## config.mk

```make
export PLATFORM = sky130hd
export DESIGN_NAME = cre_sqrt
export DESIGN_NICKNAME = d
export VERILOG_FILES = /design/src/rtl/cre_pkg.sv /design/src/rtl/cre_sqrt.sv
export SDC_FILE = /design/constraint.sdc
export NUM_CORES = 2
export LEC_CHECK = 0
export ABC_AREA = 0
export CORE_AREA = 2 2 433 435
export DETAILED_ROUTE_END_ITERATION = 10
export DIE_AREA = 0 0 435 437
export DONT_BUFFER_PORTS = 1
export PLACE_DENSITY = 0.77
export SLEW_MARGIN = 20
export SYNTH_ARGS = -nofsm -noshare
export SYNTH_HDL_FRONTEND = slang
export SYNTH_SLANG_ARGS = --single-unit
```

## constraint.sdc

```tcl
create_clock -name i_clk -period 3.95 [get_ports i_clk]
set_clock_uncertainty 0.05 [all_clocks]
set_input_delay 0.1975 -clock i_clk [delete_from_list [all_inputs] [get_ports i_clk]]
set_output_delay 0.1975 -clock i_clk [all_outputs]
set_load 0.03 [all_outputs]
```

## src/rtl/cre_pkg.sv

```systemverilog
`timescale 1ns / 1ps
package cre_pkg;

    localparam int DIV_BITS  = 34;
    localparam int SQRT_BITS = 32;
    localparam int IDX_W     = 3;

    typedef enum logic [IDX_W-1:0] {
        REG_ROW0_FIRST  = 3'd0,
        REG_ROW0_SECOND = 3'd1,
        REG_ROW1_FIRST  = 3'd2,
        REG_ROW1_SECOND = 3'd3,
        REG_ROW2_FIRST  = 3'd4,
        REG_ROW2_SECOND = 3'd5
    } t_reg_idx;

    typedef struct packed {
        logic               degen;
        logic               neg_u;
        logic               neg_v;
        logic               clamp_u;
        logic               clamp_v;
        logic signed [31:0] meas_u;
        logic signed [31:0] meas_v;
    } t_dside;

    typedef struct packed {
        logic degen;
        logic sat;
    } t_qside;

endpackage

```

## src/rtl/cre_sqrt.sv

```systemverilog
`timescale 1ns / 1ps
module cre_sqrt
    import cre_pkg::*;
(
    input  logic                 i_clk,
    input  logic                 i_rst_n,
    input  logic                 i_en,
    input  logic                 i_vld,
    input  logic [63:0]          i_sq,
    output logic                 o_vld,
    output logic [SQRT_BITS-1:0] o_root
);

    logic                 r_vld  [SQRT_BITS+1];
    logic [63:0]          r_sq   [SQRT_BITS+1];
    logic [35:0]          r_rem  [SQRT_BITS+1];
    logic [SQRT_BITS-1:0] r_root [SQRT_BITS+1];

    assign r_vld[0]  = i_vld;
    assign r_sq[0]   = i_sq;
    assign r_rem[0]  = '0;
    assign r_root[0] = '0;

    for (genvar k = 0; k < SQRT_BITS; k++) begin : g_stage
        localparam int J = SQRT_BITS - 1 - k;
        logic [35:0] t_rem, t_try;
        logic        ge;
        assign t_rem = {r_rem[k][33:0], r_sq[k][2*J+1 -: 2]};
        assign t_try = {2'b00, r_root[k], 2'b01};
        assign ge    = t_rem >= t_try;

        always_ff @(posedge i_clk) begin
            if (!i_rst_n) begin
                r_vld[k+1] <= 1'b0;
            end else if (i_en) begin
                r_vld[k+1] <= r_vld[k];
            end
        end

        always_ff @(posedge i_clk) begin
            if (i_en) begin
                r_sq[k+1]   <= r_sq[k];
                r_rem[k+1]  <= ge ? t_rem - t_try : t_rem;
                r_root[k+1] <= {r_root[k][SQRT_BITS-2:0], ge};
            end
        end
    end

    assign o_vld  = r_vld[SQRT_BITS];
    assign o_root = r_root[SQRT_BITS];

endmodule

```

==> reports/metrics.yaml <==
status:
  outcome: "complete, no violations"
synth:
  avgSynthCellArea_sq_um: 12.9
  yosysWarnings: 0
  synth_top_family_by_area: "simple AND/OR/NAND/NOR gates"
  synthXorXnorAreaFrac_pct: 6.18
  synthTopCellsByArea: "edfxtp_1 (64%), ha_1 (5.9%), xnor2_1 (3.2%), xor2_1 (2.9%), a21oi_1 (2.3%)"
  ys.flop_type: "edfxtp_1"
  synth_edf_count: 2523
  synth_fa_ha_area_share_pct: 5.94
  synthMuxAreaShare_pct: 0.947
  synth.cell_area_sq_um: 118000
  synth_compound_area_share_pct: 9.50
  async_reset_ff_share_pct: 0
  ys_seq_area_share_pct: 64.6
  syn-instance-count: 9160
  synthSimpleGateAreaFrac_pct: 9.95
  yosysTopAreaCell: "edfxtp_1"
  ys_ff_latch: 2555
  syn_nets: 9790
  synth_cell_types: 86
  yosys.area.top_type_share_pct: 64.1
clocking:
  htreeDepth: 5
  cts_made_buffers: 280
  clock-root-buffer: "clkbuf_16"
  cts.path.max_buffers: 4
  cts.sinks: 2555
  cts_tree: "built"
  path_clk_slew_ps: 60
  clk_latency_ps: 950
floorplanning:
  die_w_um: 435
  die_area_sq_um: 190000
  ios: 101
  die_y_um: 437
  rows: 158
  core_area_sq_um: 185000
  start_util_pct: 63.9
worst_setup_path:
  crit_chain: "or3_1 > or3b_2 > or4_1 > or4_1 > nand3b_1 > nor3_2 > nand3_1 > or2_2 > nor2_1 > xor2_1"
  worstSetupPathType: "register to register"
  critPathCaptureType: "register"
  cp.depth: 10
  crit_path_start_kind: "register"
  rrSetupSlack_ps: 140
  required_ps: 4570
  cp_slowest_cell: "or4_1"
  cp.arrival_ps: 4430
  max_stage_delay_ps: 600
  cpLargestDelayFamily: "simple AND/OR/NAND/NOR gates"
  path_max_fanout: 7
  critical_path_buf_inv_count: 0
  r2r_cells: 10
  crit_top_cell: "or4_1"
job:
  cap_violations: 0
grt:
  grt_max_degree: 244
  grt_pass1_wl_um: 386000
  grt_pass1_vias: 71200
  grt.total_usage_pct: 25.7
  gr-total-overflow: 0
  antenna_found_initial: 2
drt:
  drtIter0Drc: 6184
  first_pass_iters: 6
  route.detailed.drc: 0
  wire_per_inst_um: 20.2
  routed_wl_um: 247000
  via_per_inst: 5.89
  ant_nets: 0
  dr_total_vias: 72100
worst_hold_path:
  hold_class: "register to register"
  holdPathStages: 0
cells_and_area:
  num-nets-final: 10200
  instances_no_fill: 12200
  drive_gt1_share_pct: 7.43
  syn2layout_area_growth_pct: 12.2
timing:
  fin_crit_sh_pct: 96.3
  min_period_ps: 3810
  setup_viol: 0
  report.final.slew_viol_count: 0
  hold_viol_final: 0
  tightest_slew_ps: 1250
  relSlewSlack_pct: 16.4
  fmax_mhz: 263
placed_design:
  dp_hpwl_um: 170000
  port_buffers: 0
  dp.cells: 11600
  place.gp.congestion: 0.958
pwr:
  power.density_nw_per_um2: 583
  p_leak_nw: 51.1
  ir_drop_v: 0.000443
  finalPower_mw: 77.4
==> power by group <==
part	switching, mW	total, mW	internal (mW)
Sequential	2.33	36.5	34.2
Combinational	8.99	15.6	6.65
Clock	10.2	25.2	15.0
Total	21.5	77.4	55.8
==> cell families (layout without fill, tap and decap cells) <==
group / count (synthesis) / count (layout)
flops: 2555 / 2555
mux: 104 / 104
other cells: 1 / 2
fa+ha+maj: 562 / 562
buf+inv: 902 / 1507
simple gates: 2387 / 2387
compound gates: 1815 / 1815
xor+xnor: 834 / 834
==> cell usage after synthesis (10+ instances only) <==
cell / instances
or3_1: 101
and4_1: 14
o21a_1: 107
buf_1: 15
ha_1: 562
nand3b_1: 24
a31oi_1: 45
or2_2: 45
a2111oi_0: 21
a211o_1: 11
mux2i_1: 41
o31ai_1: 78
buf_2: 10
and2_1: 24
o211ai_1: 29
a21o_1: 266
and3_1: 44
nor3_1: 213
a221o_1: 12
nor2b_1: 117
o21ai_0: 475
o21bai_1: 34
clkbuf_1: 147
a21boi_0: 25
nand2_1: 646
mux2_2: 63
nand3_1: 152
xor2_1: 396
a211oi_1: 53
o2111ai_1: 12
nor3b_1: 14
a21oi_1: 547
nor4_1: 115
nor4b_1: 16
nor2_1: 560
nand4_1: 95
or4_1: 47
xnor2_1: 438
edfxtp_1: 2523
dfxtp_1: 32
inv_1: 722
nand4b_1: 10
nand2b_1: 116
==> per-layer routing <==
| metal | part of all wire [%] | routed length, um | up-vias | global-route usage, % |
|---|---|---|---|---|
| met5 | 0 | 0 | - | 0 |
| met2 | 50 | 122000 | 2085 | 44.0 |
| met4 | 3.6 | 8960 | 0 | 9.54 |
| met1 | 42 | 103000 | 34900 | 33.6 |
| met3 | 5.1 | 12500 | 559 | 3.51 |
| li1 | - | - | 34600 | - |
==> cell usage in the layout, fill, tap and decap left out, drive strengths merged, types with 63 or more instances in the layout <==
cell         netlist  final
a21o             266    266
a21oi            547    547
buf               28    171
clkbuf           147    339
clkinv             3     90
dlygate4sd3        0    135
edfxtp          2523   2523
ha               562    562
inv              724    734
mux2              63     63
nand2            646    646
nand2b           116    116
nand3            152    152
nand4             95     95
nor2             562    562
nor2b            117    117
nor3             216    216
nor4             117    117
o21a             107    107
o21ai            477    477
o31ai             78     78
or3              101    101
xnor2            438    438
xor2             396    396
==> what timing repair did <==
action | in CTS | in global routing
endpoints found under the hold margin | 526 | 0
hold buffers | 136 | 0
gates resized for setup | 0 | 11
buffers inserted | 0 | 2
setup endpoints to repair | 0 | 364
==> layout make-up <==
| class | count | area, sq um |
|---|---|---|
| clock buffers | 337 | 7360 |
| repair buffers | 308 | 3140 |
| flip-flops and latches | 2555 | 76400 |
| fillers | 12100 | 52300 |
| clock inverters | 135 | 1400 |
| diodes | 1 | 2.50 |
| multi-input cells | 5703 | 38600 |
| inverters | 727 | 2730 |
| well taps | 2480 | 3100 |
==> per-stage QoR <==
step           TNS, ps  setup slack (ps)  hold slack (ps)  util [%]  instance area (sq um)
5_1_grt          -13.2             -11.9              335      71.7                 133000
2_1_floorplan        0               313              246         -                 118000
3_5_place_dp         0               123              246      66.2                 122000
3_3_place_gp         0               109              246      66.1                 122000
4_1_cts              0              91.9              297      71.6                 133000
6_report             0               144              332      71.7                 133000
==> sequential cells by signal, indices dropped and copies added, names as in the netlist <==
register	count
r_vld	31
g_stage.t_try	496
o_root	32
r_sq	930
g_stage.t_rem	1065
o_vld	1
==> worst paths after layout <==
kind	from	to
worst max-delay path	g_stage[3].t_rem[6]	g_stage[4].t_rem[25]
worst min-delay path	r_sq[1503]	r_sq[1439]
worst max register to register	g_stage[3].t_rem[6]	g_stage[4].t_rem[25]
worst min register to register	r_sq[1503]	r_sq[1439]
Note: power is estimated with default switching activity, not from simulation.
